==> config.mk <==
export PLATFORM = sky130hd
export DESIGN_NAME = card_key_table_with_presence_toggle_unit_flat
export DESIGN_NICKNAME = d
export VERILOG_FILES = /design/src/design/ckt_pkg.sv /design/src/design/ckt_if.sv /design/src/design/card_key_table_with_presence_toggle_unit.sv /design/src/design/ckt_cell.sv /design/src/design/ckt_ctrl.sv /design/src/flat_wrapper.sv
export SDC_FILE = /design/constraint.sdc
export NUM_CORES = 2
export LEC_CHECK = 0
export BUFFER_PORTS_ARGS = -buffer_cell sky130_fd_sc_hd__buf_2
export CELL_PAD_IN_SITES_DETAIL_PLACEMENT = 0
export CELL_PAD_IN_SITES_GLOBAL_PLACEMENT = 2
export CORE_ASPECT_RATIO = 0.8
export CORE_MARGIN = 2
export CORE_UTILIZATION = 49
export CTS_BUF_LIST = sky130_fd_sc_hd__clkbuf_8
export CTS_CLUSTER_SIZE = 25
export DETAILED_ROUTE_END_ITERATION = 8
export PLACE_DENSITY = 0.79
export REMOVE_ABC_BUFFERS = 1
export SLEW_MARGIN = 30
export SYNTH_ARGS = -nofsm -noshare
export SYNTH_HDL_FRONTEND = slang
export SYNTH_SLANG_ARGS = --single-unit
==> constraint.sdc <==
create_clock -name clk_i -period 130.6 [get_ports clk_i]
set_input_delay 26.12 -clock clk_i [delete_from_list [all_inputs] [get_ports clk_i]]
set_output_delay 26.12 -clock clk_i [all_outputs]
set_load 0.02 [all_outputs]
==> src/design/ckt_pkg.sv <==
// ----------------------------------------------------------------------------
// Card key table package
// Shared types, codes and helpers for the card key table with presence toggle.
// ----------------------------------------------------------------------------
package ckt_pkg;

  localparam int unsigned CAPACITY_DEF = 64;
  localparam int unsigned KEY_BYTES    = 10;

  typedef enum logic [1:0] {
    REQ_LOAD   = 2'd0,
    REQ_DELETE = 2'd1,
    REQ_CHECK  = 2'd2,
    REQ_CLEAR  = 2'd3
  } req_e;

  localparam logic [1:0] STAT_OK        = 2'd0;
  localparam logic [1:0] STAT_NOT_FOUND = 2'd1;
  localparam logic [1:0] STAT_FULL      = 2'd2;

  typedef enum logic [1:0] {
    S_IDLE,
    S_SCAN,
    S_MOVE,
    S_FINISH
  } state_e;

  typedef struct packed {
    logic [15:0] key_high;
    logic [63:0] key_low;
    logic [15:0] person;
    logic        present;
  } rec_t;

  typedef struct packed {
    logic shift;
    rec_t wb;
  } chain_ctrl_t;

  function automatic logic key_nonzero(input logic [15:0] hi, input logic [63:0] lo);
    logic [79:0] key;
    logic        ok;
    key = {hi, lo};
    ok  = 1'b1;
    for (int b = 0; b < KEY_BYTES; b++) begin
      if (key[8*b +: 8] == 8'd0) begin
        ok = 1'b0;
      end
    end
    return ok;
  endfunction

endpackage

==> src/design/ckt_if.sv <==
// ----------------------------------------------------------------------------
// Card key table channels
// Request and response channels with valid/ready handshakes.
// ----------------------------------------------------------------------------
interface ckt_req_if;
  logic        valid;
  logic        ready;
  logic [1:0]  req_type;
  logic [15:0] card_high;
  logic [63:0] card_low;
  logic [15:0] person_key;

  modport source (output valid, output req_type, output card_high, output card_low,
                  output person_key, input ready);
  modport sink (input valid, input req_type, input card_high, input card_low,
                input person_key, output ready);
endinterface

interface ckt_rsp_if;
  logic        valid;
  logic        ready;
  logic [1:0]  status;
  logic [15:0] found_person;
  logic        now_inside;
  logic [5:0]  slot;
  logic [6:0]  entry_count;

  modport source (output valid, output status, output found_person, output now_inside,
                  output slot, output entry_count, input ready);
  modport sink (input valid, input status, input found_person, input now_inside,
                input slot, input entry_count, output ready);
endinterface

==> src/design/card_key_table_with_presence_toggle_unit.sv <==
// ----------------------------------------------------------------------------
// Card key table with presence toggle
// Keeps card records in a rotating chain of cells and serves load, delete,
// check and clear requests.
// ----------------------------------------------------------------------------
// Requests arrive on req_i and each one gives exactly one item on rsp_o.
// The records live in a ring of CAPACITY cells that rotates by one cell a
// cycle while a request is served, so every slot passes the head once per
// pass and the ring is back in place at the end of the pass.
// Load, check, clear and a delete that misses take one pass; the response
// item is registered in the finish step. A delete that hits takes a second
// pass to move the last record into the freed slot. One request is served
// at a time, so the block takes no new request until the last one has left
// its finish step. req_i.ready is high whenever the sequencer is idle, even
// while a response still waits; a finished request holds in its last step
// until the response register is free. Reset empties the table; the record
// cells keep their bits and are rewritten before they are read again.
// ----------------------------------------------------------------------------
module card_key_table_with_presence_toggle_unit #(
  parameter int unsigned CAPACITY = ckt_pkg::CAPACITY_DEF
) (
  input  logic      clk_i,
  input  logic      rst_ni,
  ckt_req_if.sink   req_i,
  ckt_rsp_if.source rsp_o
);

  ckt_pkg::rec_t        chain [CAPACITY];
  ckt_pkg::chain_ctrl_t ctrl;

  ckt_ctrl #(
    .CAPACITY (CAPACITY)
  ) u_ctrl (
    .clk_i   (clk_i),
    .rst_ni  (rst_ni),
    .req_i   (req_i),
    .rsp_o   (rsp_o),
    .head_i  (chain[0]),
    .chain_o (ctrl)
  );

  for (genvar g = 0; g < CAPACITY; g++) begin : g_cell
    if (g == CAPACITY - 1) begin : g_tail
      ckt_cell u_cell (
        .clk_i   (clk_i),
        .shift_i (ctrl.shift),
        .data_i  (ctrl.wb),
        .data_o  (chain[g])
      );
    end else begin : g_body
      ckt_cell u_cell (
        .clk_i   (clk_i),
        .shift_i (ctrl.shift),
        .data_i  (chain[g+1]),
        .data_o  (chain[g])
      );
    end
  end

endmodule

==> src/design/ckt_cell.sv <==
// ----------------------------------------------------------------------------
// Card key table cell
// Holds one record and passes it to its neighbor while the chain rotates.
// ----------------------------------------------------------------------------
module ckt_cell (
  input  logic         clk_i,
  input  logic         shift_i,
  input  ckt_pkg::rec_t data_i,
  output ckt_pkg::rec_t data_o
);

  ckt_pkg::rec_t rec_q;

  always_ff @(posedge clk_i) begin
    if (shift_i) begin
      rec_q <= data_i;
    end
  end

  assign data_o = rec_q;

endmodule

==> src/design/ckt_ctrl.sv <==
// ----------------------------------------------------------------------------
// Card key table sequencer
// Rotates the cell chain once per pass and edits the record at the head.
// ----------------------------------------------------------------------------
module ckt_ctrl #(
  parameter int unsigned CAPACITY = ckt_pkg::CAPACITY_DEF
) (
  input  logic                 clk_i,
  input  logic                 rst_ni,
  ckt_req_if.sink              req_i,
  ckt_rsp_if.source            rsp_o,
  input  ckt_pkg::rec_t        head_i,
  output ckt_pkg::chain_ctrl_t chain_o
);

  localparam int unsigned IDX_W = $clog2(CAPACITY);
  localparam int unsigned CNT_W = $clog2(CAPACITY + 1);

  ckt_pkg::state_e   state_q, state_d;
  logic [IDX_W-1:0]  k_q, k_d;
  logic [CNT_W-1:0]  count_q, count_d;
  logic              hit_q;
  logic              rsp_valid_q;

  ckt_pkg::req_e     op_q;
  logic [15:0]       hi_q;
  logic [63:0]       lo_q;
  logic [15:0]       pid_q;
  logic              full_q;
  logic [IDX_W-1:0]  hit_idx_q;
  logic [15:0]       found_q;
  logic              inside_q;
  ckt_pkg::rec_t     last_q;

  logic [1:0]        status_q, status_d;
  logic [15:0]       rsp_found_q, rsp_found_d;
  logic              rsp_inside_q, rsp_inside_d;
  logic [5:0]        rsp_slot_q, rsp_slot_d;

  logic acc, rsp_free, scan_last, in_range, at_tail, is_last, pid_match, key_match, finish;

  assign acc       = req_i.valid && req_i.ready;
  assign rsp_free  = !rsp_valid_q || rsp_o.ready;
  assign scan_last = (k_q == IDX_W'(CAPACITY - 1));
  assign in_range  = (CNT_W'(k_q) < count_q);
  assign at_tail   = (CNT_W'(k_q) == count_q);
  assign is_last   = ((CNT_W'(k_q) + CNT_W'(1)) == count_q);
  assign pid_match = (state_q == ckt_pkg::S_SCAN) && (op_q == ckt_pkg::REQ_DELETE) &&
                     in_range && !hit_q && (head_i.person == pid_q);
  assign key_match = (state_q == ckt_pkg::S_SCAN) && (op_q == ckt_pkg::REQ_CHECK) &&
                     in_range && !hit_q && (head_i.key_high == hi_q) &&
                     (head_i.key_low == lo_q) &&
                     ckt_pkg::key_nonzero(head_i.key_high, head_i.key_low);
  assign finish    = (state_q == ckt_pkg::S_FINISH) && rsp_free;

  always_comb begin
    state_d = state_q;
    unique case (state_q)
      ckt_pkg::S_IDLE: begin
        if (acc) state_d = ckt_pkg::S_SCAN;
      end
      ckt_pkg::S_SCAN: begin
        if (scan_last) begin
          if ((op_q == ckt_pkg::REQ_DELETE) && (hit_q || pid_match)) begin
            state_d = ckt_pkg::S_MOVE;
          end else begin
            state_d = ckt_pkg::S_FINISH;
          end
        end
      end
      ckt_pkg::S_MOVE: begin
        if (scan_last) state_d = ckt_pkg::S_FINISH;
      end
      ckt_pkg::S_FINISH: begin
        if (rsp_free) state_d = ckt_pkg::S_IDLE;
      end
      default: state_d = ckt_pkg::S_IDLE;
    endcase
  end

  always_comb begin
    req_i.ready   = (state_q == ckt_pkg::S_IDLE);
    chain_o.shift = (state_q == ckt_pkg::S_SCAN) || (state_q == ckt_pkg::S_MOVE);
    chain_o.wb    = head_i;
    k_d           = k_q;
    if (chain_o.shift) begin
      k_d = scan_last ? '0 : k_q + IDX_W'(1);
    end
    if (state_q == ckt_pkg::S_SCAN) begin
      if ((op_q == ckt_pkg::REQ_LOAD) && !full_q && at_tail) begin
        chain_o.wb.key_high = hi_q;
        chain_o.wb.key_low  = lo_q;
        chain_o.wb.person   = pid_q;
        chain_o.wb.present  = 1'b0;
      end else if (key_match) begin
        chain_o.wb.present = !head_i.present;
      end
    end else if ((state_q == ckt_pkg::S_MOVE) && (k_q == hit_idx_q)) begin
      chain_o.wb = last_q;
    end
  end

  always_comb begin
    status_d     = ckt_pkg::STAT_OK;
    rsp_found_d  = '0;
    rsp_inside_d = 1'b0;
    rsp_slot_d   = '0;
    count_d      = count_q;
    unique case (op_q)
      ckt_pkg::REQ_LOAD: begin
        if (full_q) begin
          status_d = ckt_pkg::STAT_FULL;
        end else begin
          rsp_slot_d = 6'(count_q);
          count_d    = count_q + CNT_W'(1);
        end
      end
      ckt_pkg::REQ_DELETE: begin
        if (hit_q) begin
          rsp_slot_d = 6'(hit_idx_q);
          count_d    = count_q - CNT_W'(1);
        end else begin
          status_d = ckt_pkg::STAT_NOT_FOUND;
        end
      end
      ckt_pkg::REQ_CHECK: begin
        if (hit_q) begin
          rsp_slot_d   = 6'(hit_idx_q);
          rsp_found_d  = found_q;
          rsp_inside_d = inside_q;
        end else begin
          status_d = ckt_pkg::STAT_NOT_FOUND;
        end
      end
      ckt_pkg::REQ_CLEAR: begin
        count_d = '0;
      end
    endcase
  end

  always_ff @(posedge clk_i or negedge rst_ni) begin
    if (!rst_ni) begin
      state_q     <= ckt_pkg::S_IDLE;
      k_q         <= '0;
      count_q     <= '0;
      hit_q       <= 1'b0;
      rsp_valid_q <= 1'b0;
    end else begin
      state_q <= state_d;
      k_q     <= k_d;
      if (acc) begin
        hit_q <= 1'b0;
      end else if (pid_match || key_match) begin
        hit_q <= 1'b1;
      end
      if (finish) begin
        count_q     <= count_d;
        rsp_valid_q <= 1'b1;
      end else if (rsp_o.ready) begin
        rsp_valid_q <= 1'b0;
      end
    end
  end

  always_ff @(posedge clk_i) begin
    if (acc) begin
      op_q   <= ckt_pkg::req_e'(req_i.req_type);
      hi_q   <= req_i.card_high;
      lo_q   <= req_i.card_low;
      pid_q  <= req_i.person_key;
      full_q <= (count_q >= CNT_W'(CAPACITY));
    end
    if (pid_match || key_match) begin
      hit_idx_q <= k_q;
      found_q   <= head_i.person;
      inside_q  <= !head_i.present;
    end
    if ((state_q == ckt_pkg::S_SCAN) && is_last) begin
      last_q <= head_i;
    end
    if (finish) begin
      status_q     <= status_d;
      rsp_found_q  <= rsp_found_d;
      rsp_inside_q <= rsp_inside_d;
      rsp_slot_q   <= rsp_slot_d;
    end
  end

  assign rsp_o.valid        = rsp_valid_q;
  assign rsp_o.status       = status_q;
  assign rsp_o.found_person = rsp_found_q;
  assign rsp_o.now_inside   = rsp_inside_q;
  assign rsp_o.slot         = rsp_slot_q;
  assign rsp_o.entry_count  = 7'(count_q);

  a_count_bound : assert property (@(posedge clk_i) disable iff (!rst_ni)
    count_q <= CNT_W'(CAPACITY))
    else $error("Record count exceeds the table capacity.");

  a_move_on_hit : assert property (@(posedge clk_i) disable iff (!rst_ni)
    (state_q == ckt_pkg::S_MOVE) |-> ((op_q == ckt_pkg::REQ_DELETE) && hit_q))
    else $error("Move pass entered without a delete hit.");

  a_idle_aligned : assert property (@(posedge clk_i) disable iff (!rst_ni)
    (state_q == ckt_pkg::S_IDLE) |-> (k_q == '0))
    else $error("Cell chain is not aligned while idle.");

  a_count_at_finish : assert property (@(posedge clk_i) disable iff (!rst_ni)
    (count_q != $past(count_q)) |-> ($past(state_q) == ckt_pkg::S_FINISH))
    else $error("Record count changed outside the finish step.");

  a_rsp_from_finish : assert property (@(posedge clk_i) disable iff (!rst_ni)
    $rose(rsp_valid_q) |-> ($past(state_q) == ckt_pkg::S_FINISH))
    else $error("Response raised outside the finish step.");

endmodule

==> src/flat_wrapper.sv <==
// flat-port wrapper written by rule: the top's interface ports become plain ports
module card_key_table_with_presence_toggle_unit_flat 
#(
  parameter int unsigned CAPACITY = ckt_pkg::CAPACITY_DEF
)
  (clk_i, rst_ni, req_i_valid, req_i_req_type, req_i_card_high, req_i_card_low, req_i_person_key, req_i_ready, rsp_o_valid, rsp_o_status, rsp_o_found_person, rsp_o_now_inside, rsp_o_slot, rsp_o_entry_count, rsp_o_ready);
  ckt_req_if req_i_i ();
  ckt_rsp_if rsp_o_i ();
  input  logic clk_i;
  input  logic rst_ni;
  input wire logic [$bits(req_i_i.valid)-1:0] req_i_valid;
  input wire logic [$bits(req_i_i.req_type)-1:0] req_i_req_type;
  input wire logic [$bits(req_i_i.card_high)-1:0] req_i_card_high;
  input wire logic [$bits(req_i_i.card_low)-1:0] req_i_card_low;
  input wire logic [$bits(req_i_i.person_key)-1:0] req_i_person_key;
  output wire logic [$bits(req_i_i.ready)-1:0] req_i_ready;
  output wire logic [$bits(rsp_o_i.valid)-1:0] rsp_o_valid;
  output wire logic [$bits(rsp_o_i.status)-1:0] rsp_o_status;
  output wire logic [$bits(rsp_o_i.found_person)-1:0] rsp_o_found_person;
  output wire logic [$bits(rsp_o_i.now_inside)-1:0] rsp_o_now_inside;
  output wire logic [$bits(rsp_o_i.slot)-1:0] rsp_o_slot;
  output wire logic [$bits(rsp_o_i.entry_count)-1:0] rsp_o_entry_count;
  input wire logic [$bits(rsp_o_i.ready)-1:0] rsp_o_ready;
  assign req_i_i.valid = req_i_valid;
  assign req_i_i.req_type = req_i_req_type;
  assign req_i_i.card_high = req_i_card_high;
  assign req_i_i.card_low = req_i_card_low;
  assign req_i_i.person_key = req_i_person_key;
  assign req_i_ready = req_i_i.ready;
  assign rsp_o_valid = rsp_o_i.valid;
  assign rsp_o_status = rsp_o_i.status;
  assign rsp_o_found_person = rsp_o_i.found_person;
  assign rsp_o_now_inside = rsp_o_i.now_inside;
  assign rsp_o_slot = rsp_o_i.slot;
  assign rsp_o_entry_count = rsp_o_i.entry_count;
  assign rsp_o_i.ready = rsp_o_ready;
  card_key_table_with_presence_toggle_unit #(.CAPACITY(CAPACITY)) u_core (.clk_i(clk_i), .rst_ni(rst_ni), .req_i(req_i_i), .rsp_o(rsp_o_i));
endmodule
==> metrics.md <==
| Metric | Value |
|---|---|
| Status | `finished clean` |
| LEAKAGE | `0.0680 µW` |
| Layout Utilization | `55.3%` |
| Synthesized flop and latch total | `6469` |
| Post-Synthesis Cells | `around 7400` |
| Layout cells sized above 1 | `14.5%` |
| Tot Pwr | `5910 µW` |
| Final setup fails | `0` |
| CTS H-Tree Depth | `6` |
| DRT Wirelength | `278 mm` |
| CP Class | `reg -> out` |
| CTS buffer count | `905` |
| Final slew viol count | `0` |
| Ys Warns | `0` |
| Vias in the first global route | `70219` |
| Logic pwr share | `about an eighth` |
| Clock power share | `between 20% and 30%` |
| Worst-skew pair later-pin latency | `about 1200 ps` |
| Synth Area in Compound Gates | `0.804%` |
| Hold Buf Count CTS | `0` |
| Fin Clk Skew | `42.6 ps` |
| Multiplexer area fraction after synthesis | `0.0200%` |
| Cell Chain, Critical Path | `inv_1, ha_4, buf_2` |
| Yosys cell types | `48` |
| Fmax | `35.4 MHz` |
| # port buffers | `135` |
| Met1 Usage GRT | `between 20% and 30%` |
| Min-Delay Path Class | `reg -> reg` |
| Net Switching | `1600 µW` |
| Pre-CTS WS | `102320 ps` |
| Internal power | `4310 µW` |
| Worst-Margin Slew | `approximately 990 ps` |
| GR Layer Usage met2 | `~18%` |
| FF-to-FF End | `u_core.g_cell[12].g_body.u_cell.data_o[58]$_DFFE_PP_` |
| Worst Path Arrival | `roughly 2100 ps` |
| WHS Path Cells | `0` |
| Syn_area_per_cell | `27.1 µm²` |
| Final Hold Viols | `0` |
| Slew Limit Headroom | `33.8%` |
| Final hold slack | `379 ps` |
| First-pass GRT wire length | `417 mm` |
| Startpoint Class | `flip-flop` |
| Hold EP | `u_core.g_cell[22].g_body.u_cell.data_o[43]$_DFFE_PP_` |
| Initial core utilization | `49.3%` |
| Final setup margin | `102340 ps` |
| Largest family of logic cells by synthesized area | `simple AND/OR/NAND/NOR gates` |
| Slowest cell on crit path | `dfrtp_1` |
| Synth top area share | `97.0%` |
| Die X | `718 µm` |
| Switching Share | `27.1%` |
| FF-to-FF Start | `u_core.u_ctrl.state_q[0]$_DFFE_PN0P_` |
| Max Cap Viol | `0` |
| Crit path capture type | `output pin` |
| Nets@finish | `8553` |
| Synthesis-to-layout area growth | `12.3%` |
| Most used DFF post-synth | `edfxtp_1` |
| Routed via count | `71442` |
| Final period util | `21.6%` |
| Synth Area in Simple Gates | `1.06%` |
| Post-CTS sizing | `0` |
| Sequential share of power | `a little over three fifths` |
| Chip height | `575 µm` |
| Detailed Place HPWL | `131 mm` |
| WP data required | `104480 ps` |
| Core area | `a little over 400000 µm²` |
| Hold path start | `u_core.g_cell[23].g_body.u_cell.data_o[43]$_DFFE_PP_` |
| Routed Antenna Nets | `0` |
| Post-synthesis sequential area ratio | `97.2%` |
| Setup bufs post-CTS | `0` |
| Adder-Cell Fraction of Synth Area | `0.142%` |
| FP Rows | `around 210` |
| Reg-to-reg slack, setup | `123600 ps` |
| All-Layer GR Usage | `12.9%` |
| Root Driver | `clkbuf_8` |
| Max FO, Critical Path | `5` |
| Wirelength per Cell | `approximately 19 µm` |
| Drt pass-1 iters | `6` |
| TNS Setup | `0 ps` |
| RSZ-0062 raised after global routing | `false` |
| Post-synthesis xor/xnor area fraction | `less than 1%` |
| CTS tree | `yes` |
| DRT iter0 DRCs | `~7000` |
| GRT overflow | `0` |
| Synth area leader | `edfxtp_1` |
| Register clock-pin slew on the reported worst setup and hold paths | `70 ps` |
| Area of the die | `413000 µm²` |
| Tmin final | `approximately 28000 ps` |
| Power Density | `about 26 nW/µm²` |
| Max Buffers Root-to-Sink | `4` |
| Pin count of the biggest net entering global routing | `224` |
| Initial antenna violation count | `14` |
| Synthesized area | `between 150000 and 200000 µm²` |
| CP peak stage delay | `450 ps` |
| Routed vias/inst | `just under 5` |
| Most Used Layer, Global Route | `met1` |
| Most frequent cells in the layout | `edfxtp_1, clkbuf_8, inv_1` |
| Placer's final routability congestion estimate | `0.765` |
| Peak VDD IR | `around 0.000035 V` |
| Most common cell after layout, fill and taps aside | `edfxtp_1` |
| CTS Sinks | `6469` |
| DRC Markers | `0` |
| Area contributors post-synth | `edfxtp_1, nand2_1, xor2_1` |
| Worst r2r path cells | `9` |
| Post-synth EDFFs | `6452` |
| Ports | `136` |
| Asr flop ratio synth | `0.263%` |
| Global routing usage on met3 | `2.58%` |
cells in the mapped netlist, drive strengths merged (2+ instances only):
library cell     n
edfxtp        6452
nand2          220
nor2b           97
a211oi          95
a31oi           95
xor2            86
clkbuf          47
nor4            41
xnor2           30
buf             28
and3            21
ha              21
inv             21
dfrtp           17
nand4           12
nor2            10
o21ai           10
nand3            9
a21oi            8
nor3             8
a22oi            6
a21o             4
and2             4
mux2i            4
o31ai            3
a22o             2
nand2b           2
nand3b           2
nand4b           2
o211ai           2
o21bai           2
logic make-up after synthesis:
family	Yosys count
compound gates	234
xor+xnor	116
fa+ha+maj	22
buf+inv	96
flops	6469
mux	4
simple gates	429
layer usage:
| metal | vias to the layer above | wire [µm] |
|---|---|---|
| li1 | 32129 | - |
| met1 | 37103 | 137000 |
| met2 | 1705 | 119000 |
| met3 | 505 | 13400 |
| met4 | 0 | 8870 |
| met5 | - | 0 |
worst max-delay path, delay by kind of cell (launching register included):
kind                       cells  cell delay, ps
buffers and inverters          2             330
DFF                            1             450
adders and majority gates      1             180
cell type report:
cell class,instances,area [µm²]
Tap cell,5380,6730
Sequential cell,6469,194000
Clock inverter,733,3830
Clock buffer,910,12500
Timing Repair Buffer,227,1870
Fill cell,28963,181000
Multi-Input combinational cell,805,5160
Inverter,21,78.8
Antenna cell,4,10.0
per-stage QoR:
| step | instances | area [µm²] |
|---|---|---|
| detailed placement | 12891 | 208000 |
| global route | 14546 | 224000 |
| global placement | 12888 | 208000 |
| floorplan | 7295 | 199000 |
| CTS | 14534 | 224000 |
| finish | 14549 | 224000 |
registers in the layout, summed over array words and instances, names as in the netlist:
| register | count |
|---|---|
| u_core.u_ctrl.k_q | 6 |
| u_core.u_ctrl.lo_q | 64 |
| u_core.u_ctrl.op_q | 2 |
| u_core.u_ctrl.hit_idx_q | 6 |
| u_core.g_cell.g_tail.u_cell.data_o | 97 |
| u_core.u_ctrl.inside_q | 1 |
| u_core.u_ctrl.rsp_o.now_inside | 1 |
| u_core.u_ctrl.pid_q | 16 |
| u_core.u_ctrl.state_q | 2 |
| u_core.u_ctrl.found_q | 16 |
| u_core.u_ctrl.rsp_o.entry_count | 7 |
| u_core.u_ctrl.last_q | 97 |
| u_core.u_ctrl.hi_q | 16 |
| u_core.u_ctrl.rsp_o.slot | 6 |
| u_core.u_ctrl.rsp_o.valid | 1 |
| u_core.u_ctrl.rsp_o.status | 2 |
| u_core.u_ctrl.rsp_o.found_person | 16 |
| u_core.g_cell.g_body.u_cell.data_o | 6111 |
| u_core.u_ctrl.full_q | 1 |
| u_core.u_ctrl.hit_q | 1 |
power groups by stage:
| stage | sequential (µW) | combinational [µW] | clock, µW |
|---|---|---|---|
| after global routing | 3810 | 856 | 1560 |
| after global placement | 3760 | 718 | 0 |
| after CTS | 3770 | 758 | 1470 |
| final | 3740 | 761 | 1410 |
| after detailed placement | 3770 | 769 | 0 |
| after floorplan | 8680 | 299 | 0 |
worst max path at each step:
stage / from / end / slack (ps) / cells after the start
2_1_floorplan: u_core.u_ctrl.state_q[0]$_DFFE_PN0P_ / u_core.u_ctrl.k_q[3]$_DFFE_PN0P_ / -7250 / 5
3_5_place_dp: req_i_valid / u_core.u_ctrl.lo_q[10]$_DFFE_PP_ / 102320 / 3
5_1_grt: u_core.u_ctrl.state_q[0]$_DFFE_PN0P_ / req_i_ready / 102190 / 3
4_1_cts: u_core.u_ctrl.state_q[0]$_DFFE_PN0P_ / req_i_ready / 102150 / 3
3_3_place_gp: req_i_valid / u_core.u_ctrl.lo_q[10]$_DFFE_PP_ / 102500 / 3
6_report: u_core.u_ctrl.state_q[0]$_DFFE_PN0P_ / req_i_ready / 102340 / 3
Note: power is estimated with default switching activity, not from simulation.
